File: src/sv/assert_macros.svh
// Assertion helpers used by ptx_out.
// Each macro takes a label, clock, active-low reset, a condition, a consequence and a message.
`ifndef ASSERT_MACROS_SVH
`define ASSERT_MACROS_SVH

// The consequence must hold in the same cycle as the condition.
`define PTX_ASSERT_SAME(label, clk, rst_n, ante, cons, msg) \
	label: assert property (@(posedge clk) disable iff (!rst_n) (ante) |-> (cons)) \
		else $error(msg);

// The consequence must hold in the cycle after the condition.
`define PTX_ASSERT_NEXT(label, clk, rst_n, ante, cons, msg) \
	label: assert property (@(posedge clk) disable iff (!rst_n) (ante) |=> (cons)) \
		else $error(msg);

`endif

File: src/sv/ptx_pkg.sv
package ptx_pkg;

	localparam int SAMPLE_BITS_DEF   = 16;
	localparam int CORDIC_STAGES_DEF = 16;

	localparam int FIELD_W   = 16;
	localparam int PHASE_W   = 16;
	localparam int TEXTURE_W = 19;
	localparam int ANGLE_W   = 33;
	localparam int ATAN_LEN  = 24;

	localparam logic signed [PHASE_W-1:0] HALF_PI_Q13 = 16'sd12868;
	localparam logic signed [PHASE_W-1:0] PI_Q13      = 16'sd25736;
	localparam logic signed [18:0]        SQRT3_Q16   = 19'sd113512;

	localparam int FRAC_SHIFT  = 16;
	localparam int ROOT_PAD    = 20;
	localparam int SUM_SHIFT   = 10;
	localparam int ROUND_BIAS  = 384;
	localparam int ROUND_SHIFT = 8;
	localparam int ANGLE_SHIFT = 17;
	localparam logic signed [ANGLE_W:0] ANGLE_ROUND = 34'sd65536;

	typedef struct packed {
		logic [FIELD_W-1:0] sample_one;
		logic [FIELD_W-1:0] sample_two;
		logic [FIELD_W-1:0] sample_three;
	} ptx_pixel_t;

	typedef struct packed {
		logic signed [PHASE_W-1:0] phase;
		logic [TEXTURE_W-1:0]      texture;
	} ptx_result_t;

	// Phase decided up front for degenerate inputs; travels beside the CORDIC.
	typedef struct packed {
		logic                      special;
		logic signed [PHASE_W-1:0] value;
	} ptx_ph_tag_t;

	// atan(2^-i) in Q2.30.
	function automatic logic signed [ANGLE_W-1:0] ptx_atan(input int idx);
		logic signed [ANGLE_W-1:0] r;
		case (idx)
			0:  r = 33'sd843314857;
			1:  r = 33'sd497837829;
			2:  r = 33'sd263043837;
			3:  r = 33'sd133525159;
			4:  r = 33'sd67021687;
			5:  r = 33'sd33543516;
			6:  r = 33'sd16775851;
			7:  r = 33'sd8388437;
			8:  r = 33'sd4194283;
			9:  r = 33'sd2097149;
			10: r = 33'sd1048576;
			11: r = 33'sd524288;
			12: r = 33'sd262144;
			13: r = 33'sd131072;
			14: r = 33'sd65536;
			15: r = 33'sd32768;
			16: r = 33'sd16384;
			17: r = 33'sd8192;
			18: r = 33'sd4096;
			19: r = 33'sd2048;
			20: r = 33'sd1024;
			21: r = 33'sd512;
			22: r = 33'sd256;
			23: r = 33'sd128;
			default: r = '0;
		endcase
		return r;
	endfunction

endpackage

File: src/sv/ptx_cell.sv
module ptx_cell import ptx_pkg::*; #(
	parameter int IDX           = 0,
	parameter int SAMPLE_BITS   = SAMPLE_BITS_DEF,
	parameter int CORDIC_STAGES = CORDIC_STAGES_DEF
) (
	input  logic                           clk,
	input  logic                           arst_n,
	input  logic                           adv,
	input  logic                           in_valid,
	input  logic signed [SAMPLE_BITS+19:0] in_cx,
	input  logic signed [SAMPLE_BITS+19:0] in_cy,
	input  logic signed [ANGLE_W-1:0]      in_z,
	input  logic [2*SAMPLE_BITS+23:0]      in_rad,
	input  logic [SAMPLE_BITS+13:0]        in_rem,
	input  logic [SAMPLE_BITS+11:0]        in_root,
	input  logic [SAMPLE_BITS+1:0]         in_sum,
	input  ptx_ph_tag_t                    in_tag,
	output logic                           out_valid,
	output logic signed [SAMPLE_BITS+19:0] out_cx,
	output logic signed [SAMPLE_BITS+19:0] out_cy,
	output logic signed [ANGLE_W-1:0]      out_z,
	output logic [2*SAMPLE_BITS+23:0]      out_rad,
	output logic [SAMPLE_BITS+13:0]        out_rem,
	output logic [SAMPLE_BITS+11:0]        out_root,
	output logic [SAMPLE_BITS+1:0]         out_sum,
	output ptx_ph_tag_t                    out_tag
);

	localparam int CW     = SAMPLE_BITS + 20;
	localparam int ROOT_W = SAMPLE_BITS + 12;
	localparam int REM_W  = ROOT_W + 2;
	localparam int RAD_W  = 2 * ROOT_W;
	localparam bit ROTATE  = (IDX < CORDIC_STAGES) && (IDX < ATAN_LEN);
	localparam bit ROOT_ON = (IDX < ROOT_W);
	localparam logic signed [ANGLE_W-1:0] ANGLE = ptx_atan(IDX);

	logic signed [CW-1:0]      sx, sy, cx_n, cy_n;
	logic signed [ANGLE_W-1:0] z_n;
	logic [REM_W+1:0]          trial, divs;
	logic                      ge;
	logic [REM_W-1:0]          rem_n;
	logic [ROOT_W-1:0]         root_n;
	logic [RAD_W-1:0]          rad_n;

	logic                      valid_q;
	logic signed [CW-1:0]      cx_q, cy_q;
	logic signed [ANGLE_W-1:0] z_q;
	logic [RAD_W-1:0]          rad_q;
	logic [REM_W-1:0]          rem_q;
	logic [ROOT_W-1:0]         root_q;
	logic [SAMPLE_BITS+1:0]    sum_q;
	ptx_ph_tag_t               tag_q;

	// One vectoring rotation when ROTATE is set: drive y toward zero, keep the angle.
	assign sx = in_cx >>> IDX;
	assign sy = in_cy >>> IDX;

	always_comb begin
		cx_n = in_cx;
		cy_n = in_cy;
		z_n  = in_z;
		if (ROTATE) begin
			if (!in_cy[CW-1]) begin
				cx_n = in_cx + sy;
				cy_n = in_cy - sx;
				z_n  = in_z + ANGLE;
			end else begin
				cx_n = in_cx - sy;
				cy_n = in_cy + sx;
				z_n  = in_z - ANGLE;
			end
		end
	end

	// One restoring square-root digit when ROOT_ON is set: bring down two radicand bits.
	assign trial = {in_rem, in_rad[RAD_W-1 -: 2]};
	assign divs  = (REM_W+2)'({in_root, 2'b01});
	assign ge    = (trial >= divs);

	always_comb begin
		rem_n  = in_rem;
		root_n = in_root;
		rad_n  = in_rad;
		if (ROOT_ON) begin
			rem_n  = ge ? REM_W'(trial - divs) : REM_W'(trial);
			root_n = {in_root[ROOT_W-2:0], ge};
			rad_n  = in_rad << 2;
		end
	end

	always_ff @(posedge clk or negedge arst_n) begin
		if (!arst_n) begin
			valid_q <= 1'b0;
		end else if (adv) begin
			valid_q <= in_valid;
		end
	end

	always_ff @(posedge clk) begin
		if (adv) begin
			cx_q   <= cx_n;
			cy_q   <= cy_n;
			z_q    <= z_n;
			rad_q  <= rad_n;
			rem_q  <= rem_n;
			root_q <= root_n;
			sum_q  <= in_sum;
			tag_q  <= in_tag;
		end
	end

	assign out_valid = valid_q;
	assign out_cx    = cx_q;
	assign out_cy    = cy_q;
	assign out_z     = z_q;
	assign out_rad   = rad_q;
	assign out_rem   = rem_q;
	assign out_root  = root_q;
	assign out_sum   = sum_q;
	assign out_tag   = tag_q;

endmodule

File: config.mk
export PLATFORM = sky130hd
export DESIGN_NAME = ptx_cell
export DESIGN_NICKNAME = d
export VERILOG_FILES = /design/src/sv/assert_macros.svh /design/src/sv/ptx_pkg.sv /design/src/sv/ptx_cell.sv
export SDC_FILE = /design/constraint.sdc
export NUM_CORES = 1
export LEC_CHECK = 0
export BUFFER_PORTS_ARGS = -buffer_cell sky130_fd_sc_hd__buf_2
export CORE_MARGIN = 10
export CORE_UTILIZATION = 54
export CTS_CLUSTER_DIAMETER = 100
export CTS_CLUSTER_SIZE = 25
export DETAILED_ROUTE_END_ITERATION = 10
export HOLD_SLACK_MARGIN = 0.1
export MAX_ROUTING_LAYER = met4
export PLACE_DENSITY = 0.93
export SETUP_SLACK_MARGIN = 0.2
export SYNTH_ARGS = -nofsm -noshare
export SYNTH_HDL_FRONTEND = slang
export SYNTH_SLANG_ARGS = --single-unit
File: constraint.sdc
create_clock -name clk -period 1.92 [get_ports clk]
set_input_delay 0.192 -clock clk [delete_from_list [all_inputs] [get_ports clk]]
set_output_delay 0.192 -clock clk [all_outputs]
set_load 0.005 [all_outputs]
==> impl_metrics.env, run 1 <==
export IMPL_status="aborted with a tool error"
export IMPL_lastStage="global routing (5_1_grt)"
export IMPL_stop_error="[ERROR GRT-0116] Global routing finished with congestion. Check the congestion regions in the DRC Viewer."
export IMPL_globalplace_congestion=1.18
export IMPL_synthFlopType="edfxtp_1"
export IMPL_grt_pass1_vias=29100
export IMPL_synth_seq_cells=252
export IMPL_ys_top_cells_by_area="edfxtp_1 (44%), ha_1 (12%), a21oi_1 (4.8%)"
export IMPL_postPlaceCellArea_sq_mm=0.0245
export IMPL_grt_pass1_wl_mm=232
export IMPL_yosysWarnings=0
export IMPL_grt_max_degree=73
export IMPL_clock_path_buffers=3
export IMPL_synth_top_area_share_pct=43.7
export IMPL_synth_edf_count=251
export IMPL_numCtsBuffers=15
export IMPL_ys_seq_area_share_pct=43.9
export IMPL_start_util_pct=54.6
export IMPL_ios=513
export IMPL_rows=65
export IMPL_synth_cells=1721
export IMPL_overflow=1415
export IMPL_die_y_um=199
export IMPL_grt_use_total_pct=83.5
export IMPL_syn_cell_area_sq_mm=0.0172
export IMPL_post_synth_num_cell_types=80
export IMPL_clkSinkCount=252
export IMPL_async_flop_share_pct=0.397
export IMPL_die_w_um=199
export IMPL_cts_root_buf="clkbuf_16"
export IMPL_dpl_hpwl_mm=63.3
export IMPL_avgSynthCellArea_sq_um=10.0
export IMPL_h_tree_depth=1
export IMPL_port_buffer_count=510
export IMPL_synth_top_area_cell="edfxtp_1"
==> per-layer routing <==
layer / GRT overflow / global-route usage [%]
met5: - / -
met4: 302 / 78.0
met3: 182 / 77.8
met2: 654 / 95.1
met1: 277 / 79.4
==> kinds of logic after synthesis <==
family | Yosys count | share of synthesized area, %
AOI/OAI and AO/OA | 552 | 20.5
and+or+nand+nor | 383 | 10.7
DFF | 252 | 43.9
buffers and inverters | 221 | 5.02
adders and majority gates | 170 | 12.5
xor gates and xnor gates | 124 | 6.30
muxes | 18 | 1.07
other | 1 | 0.0217
==> synth_stat cells, types with 7 or more instances <==
| library cell | number |
|---|---|
| edfxtp_1 | 251 |
| a21oi_1 | 167 |
| ha_1 | 166 |
| inv_1 | 148 |
| nand2_1 | 103 |
| o21ai_0 | 101 |
| nor2_1 | 98 |
| xnor2_1 | 92 |
| a21o_1 | 63 |
| clkbuf_1 | 39 |
| o21bai_1 | 35 |
| nand3_1 | 33 |
| xor2_1 | 32 |
| o21ai_1 | 29 |
| nor3_1 | 26 |
| nand4_1 | 22 |
| nor2b_1 | 22 |
| a211oi_1 | 20 |
| a31oi_1 | 19 |
| mux2i_1 | 15 |
| o211ai_1 | 15 |
| buf_2 | 14 |
| nor4_1 | 14 |
| and3_1 | 12 |
| nand2b_1 | 11 |
| or2_2 | 11 |
| o31ai_1 | 10 |
| or3_1 | 9 |
| buf_1 | 8 |
| o21a_1 | 8 |
| a221oi_1 | 7 |
| o31a_1 | 7 |
==> per-stage QoR <==
| step | hold WS, ps | cells | setup TNS, ps | utilization (%) | setup WS, ps |
|---|---|---|---|---|---|
| floorplan | -104 | 1722 | -33130 | - | -978 |
| CTS | 118 | 3323 | -13560 | 92.9 | -488 |
| global placement | -32.3 | 3056 | -79660 | 77.6 | -993 |
| detailed placement | -28.1 | 3056 | -91510 | 77.6 | -1100 |
==> repair_timing <==
action / in CTS
endpoints found under the hold margin: 169
hold buffers: 152
setup endpoints to repair: 114
buffers inserted: 83
pin swaps: 223
gates resized for setup: 444
gates cloned: 6
==> run 2, diff against run 1 <==
==> config.mk (replaced) <==
export PLATFORM = sky130hd
export DESIGN_NAME = ptx_cell
export DESIGN_NICKNAME = d
export VERILOG_FILES = /design/src/sv/assert_macros.svh /design/src/sv/ptx_pkg.sv /design/src/sv/ptx_cell.sv
export SDC_FILE = /design/constraint.sdc
export NUM_CORES = 1
export LEC_CHECK = 0
export BUFFER_PORTS_ARGS = -buffer_cell sky130_fd_sc_hd__buf_2
export CORE_MARGIN = 10
export CORE_UTILIZATION = 39
export DETAILED_ROUTE_END_ITERATION = 10
export PLACE_DENSITY_LB_ADDON = 0.15
export SYNTH_ARGS = -nofsm -noshare
export SYNTH_HDL_FRONTEND = slang
export SYNTH_SLANG_ARGS = --single-unit
==> run 2 against run 1 <==
Synthesized area did not move. The flow now finishes, with violations (setup timing). Synthesized cell count unchanged.
==> impl_metrics.env, run 2 <==
export IMPL_start_kind="input pin"
export IMPL_synthFlopType="edfxtp_1"
export IMPL_finalNetCount=3390
export IMPL_min_period_over_period_pct=120
export IMPL_finalHoldViolCount=0
export IMPL_cp_max_fo=6
export IMPL_ys_seq_area_share_pct=43.9
export IMPL_synth_top_area_cell="edfxtp_1"
export IMPL_holdCritPathClass="in -> reg"
export IMPL_die_y_um=230
export IMPL_wire_per_inst_um=21.2
export IMPL_synth_edf_count=251
export IMPL_h_tree_depth=1
export IMPL_synth_cells=1721
export IMPL_violations="setup timing"
export IMPL_max_slew_worst_pin_slew_ps=678
export IMPL_dp_cells=3272
export IMPL_leakage_nw=13.7
export IMPL_yosysWarnings=0
export IMPL_largest_reg_flops=54
export IMPL_area_growth_pct=77.6
export IMPL_first_iter_violations=1100
export IMPL_dpl_hpwl_mm=56.7
export IMPL_core_area_sq_mm=0.0434
export IMPL_startpoint="in_cy[35]"
export IMPL_whs_ps=42.5
export IMPL_synth_top_area_share_pct=43.7
export IMPL_synth_seq_cells=252
export IMPL_crit_arrival_ps=2630
export IMPL_drive_above_1_share_pct=52.6
export IMPL_cts_clk_slew_worst_paths_ps=70
export IMPL_globalplace_congestion=0.968
export IMPL_async_flop_share_pct=0.397
export IMPL_clock_path_buffers=3
export IMPL_viasPerCell=5.22
export IMPL_ios=513
export IMPL_avgSynthCellArea_sq_um=10.0
export IMPL_fin_cells=3572
export IMPL_port_buffer_count=510
export IMPL_rsz0062_at_grt="yes"
export IMPL_finClkSkew_ps=0
export IMPL_rrSetupSlack_ps=1190
export IMPL_postLayoutCoreUtil_pct=70.6
export IMPL_clkSinkCount=252
export IMPL_setup_viol=66
export IMPL_ys_top_cells_by_area="edfxtp_1 (44%), ha_1 (12%), a21oi_1 (4.8%)"
export IMPL_maxSlewViolCount=0
export IMPL_setup_ws_ps=-391
export IMPL_overflow=0
export IMPL_cts_root_buf="clkbuf_16"
export IMPL_r2r_cells=1
export IMPL_grt_pass1_wl_mm=113
export IMPL_power_density_mw_per_mm2=683
export IMPL_rows=76
export IMPL_synth_most_common_cell="edfxtp_1"
export IMPL_clock_fmax_ghz=0.433
export IMPL_fill_cells=3240
export IMPL_numCtsBuffers=28
export IMPL_layout_common_cells="buf_4 (547), buf_2 (479), edfxtp_1 (251), dlygate4sd3_1 (146), inv_1 (121)"
export IMPL_cp_end_kind="flip-flop"
export IMPL_status="finished, violations left"
export IMPL_grt_pass1_vias=19600
export IMPL_wirelength_mm=75.7
export IMPL_worstSetupPathType="in -> reg"
export IMPL_clkLatencyLatePin_ps=580
export IMPL_antenna_found_initial=6
export IMPL_cap_violations=0
export IMPL_via_count=18600
export IMPL_route_detailed_drc=0
export IMPL_dieArea_sq_mm=0.0530
export IMPL_finalCriticalPeriod_ps=2310
export IMPL_r2r_start="out_valid$_DFFE_PN0P_"
export IMPL_dr_pass1_iters=5
export IMPL_die_w_um=230
export IMPL_critPathRequiredTime_ps=2240
export IMPL_start_util_pct=39.8
export IMPL_grt_max_degree=85
export IMPL_cts_tree="done"
export IMPL_synth_common_cells="edfxtp_1 (251), a21oi_1 (167), ha_1 (166)"
export IMPL_syn_cell_area_sq_mm=0.0172
export IMPL_ir_drop_mv=0.664
export IMPL_grt_use_total_pct=26.9
export IMPL_maxSlewHeadroom_pct=54.8
export IMPL_post_synth_num_cell_types=80
export IMPL_endpoint="out_z[32]$_DFFE_PP_"
export IMPL_antenna_left=0
export IMPL_reg2reg_to="out_valid$_DFFE_PN0P_"
export IMPL_final_common_cell="buf_4"
[run 2: cell counts after synthesis]
No cell type changed its count.
[run 2: stage by stage]
step | total power [mW] | instance area (sq um) | setup TNS (ps) | setup slack (ps)
after floorplan | 10.2 | 18200 | -33110 | -978
after global placement | 13.6 | 25000 | -87600 | -1200
after detailed placement | 13.7 | 25000 | -89330 | -1240
after CTS | 20.4 | 29500 | -11400 | -382
after global routing | 21.8 | 30600 | -19170 | -453
final | 20.9 | 30600 | -14150 | -391
[run 2: kinds of logic after synthesis]
kind of cell / after synthesis / share of synthesized area, %
buffers and inverters: 221 / 5.02
other: 1 / 0.0217
AOI/OAI and AO/OA: 552 / 20.5
adders and majority gates: 170 / 12.5
xor gates and xnor gates: 124 / 6.30
muxes: 18 / 1.07
and+or+nand+nor: 383 / 10.7
DFF: 252 / 43.9
[run 2: area by class of cell]
| type | count | area [sq um] | area share, % |
|---|---|---|---|
| Multi-Input combinational cell | 1249 | 11300 | 36.9 |
| Timing Repair Buffer | 1275 | 9380 | 30.6 |
| Sequential cell | 252 | 7560 | 24.7 |
| Tap cell | 585 | 732 | 2.39 |
| Clock buffer | 32 | 716 | 2.34 |
| Inverter | 156 | 679 | 2.22 |
| Clock inverter | 19 | 248 | 0.809 |
| Antenna cell | 4 | 10.0 | 0.0327 |
[run 2: critical path: stages]
cell      delay, ps
buf_12           90
buf_12          130
clkinv_8         70
ha_4            230
a21o_1          170
a21o_1          190
a21oi_2         160
o21ai_2          80
o31a_1          260
o41a_1          350
a221o_1         350
a221oi_2        250
xnor2_1         120
[run 2: timing repair]
| action | 4_1_cts | 5_1_grt |
|---|---|---|
| pin swaps | 151 | 169 |
| setup endpoints to repair | 81 | 101 |
| hold endpoints to repair | 161 | 1 |
| gates cloned | 2 | 0 |
| buffers inserted | 79 | 44 |
| hold buffers | 145 | 1 |
| gates resized for setup | 320 | 207 |
[run 2: how the worst min path moves through the flow]
| stage | slack (ps) | endpoint | cells past startpoint | from |
|---|---|---|---|---|
| after global placement | -30 | out_valid$_DFFE_PN0P_ | 1 | arst_n |
| after floorplan | -100 | out_valid$_DFFE_PN0P_ | 0 | arst_n |
| final | 40 | out_rem[4]$_DFFE_PP_ | 3 | in_rem[2] |
| after global routing | 20 | out_rem[4]$_DFFE_PP_ | 3 | in_rem[2] |
| after detailed placement | -30 | out_valid$_DFFE_PN0P_ | 1 | arst_n |
| after CTS | 2 | out_rem[12]$_DFFE_PP_ | 3 | in_rem[10] |
[run 2: power by group]
group          leakage (nW)  switching, mW  internal (mW)
sequential             2.47          0.235           6.95
combinational          10.8           4.00           4.03
clock                 0.461           2.45           3.26
total                  13.7           6.68           14.2
[run 2: layer usage]
| metal | track usage [%] | wire (um) |
|---|---|---|
| met5 | 0 | 32 |
| met1 | 29.8 | 28600 |
| met3 | 4.86 | 4320 |
| met4 | 9.76 | 3410 |
| met2 | 50.1 | 39300 |
Note: power is estimated with default switching activity, not from simulation.
==> run 3, diff against run 2 <==
--- a/config.mk
+++ b/config.mk
@@ -9,7 +9,7 @@
 export CORE_MARGIN = 10
 export CORE_UTILIZATION = 39
 export DETAILED_ROUTE_END_ITERATION = 10
-export PLACE_DENSITY_LB_ADDON = 0.15
+export SETUP_SLACK_MARGIN = 0.2
 export SYNTH_ARGS = -nofsm -noshare
 export SYNTH_HDL_FRONTEND = slang
 export SYNTH_SLANG_ARGS = --single-unit
==> run 3 against run 2 <==
The flow still finishes with violations (setup timing). Routed wire length is 5.6% higher. Sequential share of layout area is 0.87 points lower. Total power is 4.2% higher. Critical path type unchanged. Critical endpoint unchanged. Largest power group unchanged.
==> impl_metrics.env, run 3 (synthesis results as in run 2) <==
export IMPL_status="finished, violations left"
export IMPL_violations="setup timing"
export IMPL_antenna_found_initial=9
export IMPL_holdCritPathClass="in -> reg"
export IMPL_h_tree_depth=1
export IMPL_grt_pass1_wl_mm=116
export IMPL_dr_pass1_iters=6
export IMPL_fill_cells=3047
export IMPL_start_kind="input pin"
export IMPL_crit_arrival_ps=2680
export IMPL_cts_tree="done"
export IMPL_layout_common_cells="buf_4 (565), buf_2 (472), edfxtp_1 (251), dlygate4sd3_1 (147), inv_1 (123)"
export IMPL_multiInputGateArea_sq_mm=0.0118
export IMPL_setup_ws_ps=-439
export IMPL_overflow=0
export IMPL_ios=513
export IMPL_core_area_sq_mm=0.0434
export IMPL_min_period_over_period_pct=123
export IMPL_first_iter_violations=1346
export IMPL_start_util_pct=39.8
export IMPL_postLayoutCoreUtil_pct=73.2
export IMPL_rrSetupSlack_ps=1180
export IMPL_port_buffer_count=510
export IMPL_critPathRequiredTime_ps=2240
export IMPL_maxSlewViolCount=0
export IMPL_setup_viol=75
export IMPL_dieArea_sq_mm=0.0530
export IMPL_numCtsBuffers=30
export IMPL_grt_pass1_vias=19700
export IMPL_finalHoldViolCount=0
export IMPL_maxSlewHeadroom_pct=60.1
export IMPL_regArea_sq_mm=0.00756
export IMPL_worstSetupPathType="in -> reg"
export IMPL_grt_use_total_pct=27.8
export IMPL_wirelength_mm=79.9
export IMPL_clkLatencyLatePin_ps=590
export IMPL_cts_root_buf="clkbuf_16"
export IMPL_area_growth_pct=84.1
export IMPL_grt_max_degree=59
export IMPL_wire_per_inst_um=22.0
export IMPL_cp_max_fo=7
export IMPL_cap_violations=0
export IMPL_max_slew_worst_pin_slew_ps=599
export IMPL_die_y_um=230
export IMPL_viasPerCell=5.27
export IMPL_cp_end_kind="flip-flop"
export IMPL_die_w_um=230
export IMPL_ir_drop_mv=0.726
export IMPL_drive_above_1_share_pct=54.9
export IMPL_power_density_mw_per_mm2=687
export IMPL_finClkSkew_ps=0
export IMPL_cts_clk_slew_worst_paths_ps=60
export IMPL_p_total_mw=21.8
export IMPL_final_common_cell="buf_4"
export IMPL_largest_reg_flops=54
export IMPL_dpl_hpwl_mm=58.6
export IMPL_clock_path_buffers=3
export IMPL_whs_ps=31.1
export IMPL_route_detailed_drc=0
export IMPL_finalCriticalPeriod_ps=2360
export IMPL_rsz0062_at_grt="yes"
export IMPL_globalplace_congestion=0.956
export IMPL_clkSinkCount=252
export IMPL_finalNetCount=3443
export IMPL_rows=76
export IMPL_antenna_left=0
export IMPL_leakage_nw=14.2
export IMPL_via_count=19100
export IMPL_clock_fmax_ghz=0.424
-- run 3: changes by cell type in the layout (fill, tap and decap cells not counted), moves of 9 or more --
| cell | before | now |
|---|---|---|
| o21ai_4 | 7 | 16 |
| xnor2_1 | 84 | 75 |
| ha_1 | 116 | 103 |
| buf_4 | 547 | 565 |
| xnor2_2 | 7 | 17 |
| ha_4 | 44 | 56 |
| buf_6 | 64 | 105 |
-- run 3: critical path, cell delays in order --
cell	delay (ps)
buf_8	80
buf_12	130
clkinv_8	70
ha_4	240
a21o_1	170
a21o_1	200
a21oi_2	160
o21ai_2	80
o31a_1	270
o41a_1	360
a221o_1	350
a221oi_2	260
xnor2_1	110
-- run 3: final timing paths --
kind	from	to	cells after the start
max	in_cy[35]	out_z[32]$_DFFE_PP_	13
min	in_rad[55]	out_rem[1]$_DFFE_PP_	4
max reg2reg	out_valid$_DFFE_PN0P_	out_valid$_DFFE_PN0P_	1
min reg2reg	out_valid$_DFFE_PN0P_	out_valid$_DFFE_PN0P_	1
max in group asynchronous	arst_n	out_valid$_DFFE_PN0P_	3
min in group asynchronous	arst_n	out_valid$_DFFE_PN0P_	3
-- run 3: metrics by stage --
stage | std cells | instance area (sq um) | setup slack [ps] | TNS [ps]
global placement | 3289 | 25100 | -1080 | -86430
floorplan | 1722 | 18200 | -978 | -33130
CTS | 3568 | 30100 | -403 | -9720
finish | 3629 | 31700 | -439 | -16430
global route | 3627 | 31700 | -504 | -21680
detailed placement | 3289 | 25100 | -1110 | -87650
-- run 3: per-layer routing --
| layer | vias to the layer above | share of wire [%] | GRT usage (%) |
|---|---|---|---|
| met5 | - | 0.016 | 0 |
| met4 | 2 | 4.6 | 11.1 |
| met3 | 173 | 6.3 | 5.33 |
| met2 | 743 | 52 | 51.7 |
| met1 | 9292 | 37 | 30.5 |
| li1 | 8923 | - | - |
-- run 3: cell type report --
cell class / instances / area share, %
Timing Repair Buffer: 1326 / 31.3
Clock buffer: 34 / 2.48
Tap cell: 585 / 2.31
Multi-Input combinational cell: 1249 / 37.2
Clock inverter: 18 / 0.714
Inverter: 156 / 2.14
Sequential cell: 252 / 23.8
Antenna cell: 9 / 0.0710
-- run 3: where the power goes --
part | leakage (nW) | switching [mW] | internal [mW]
registers | 2.47 | 0.236 | 6.96
clock network | 0.481 | 2.43 | 3.59
logic | 11.2 | 4.24 | 4.34
-- run 3: repair_timing --
item,CTS,global route
resized for setup,400,250
hold buffers,147,0
endpoints found under the setup margin,110,111
buffers inserted,76,51
endpoints found under the hold margin,147,0
cloned,4,1
pin swaps,189,173
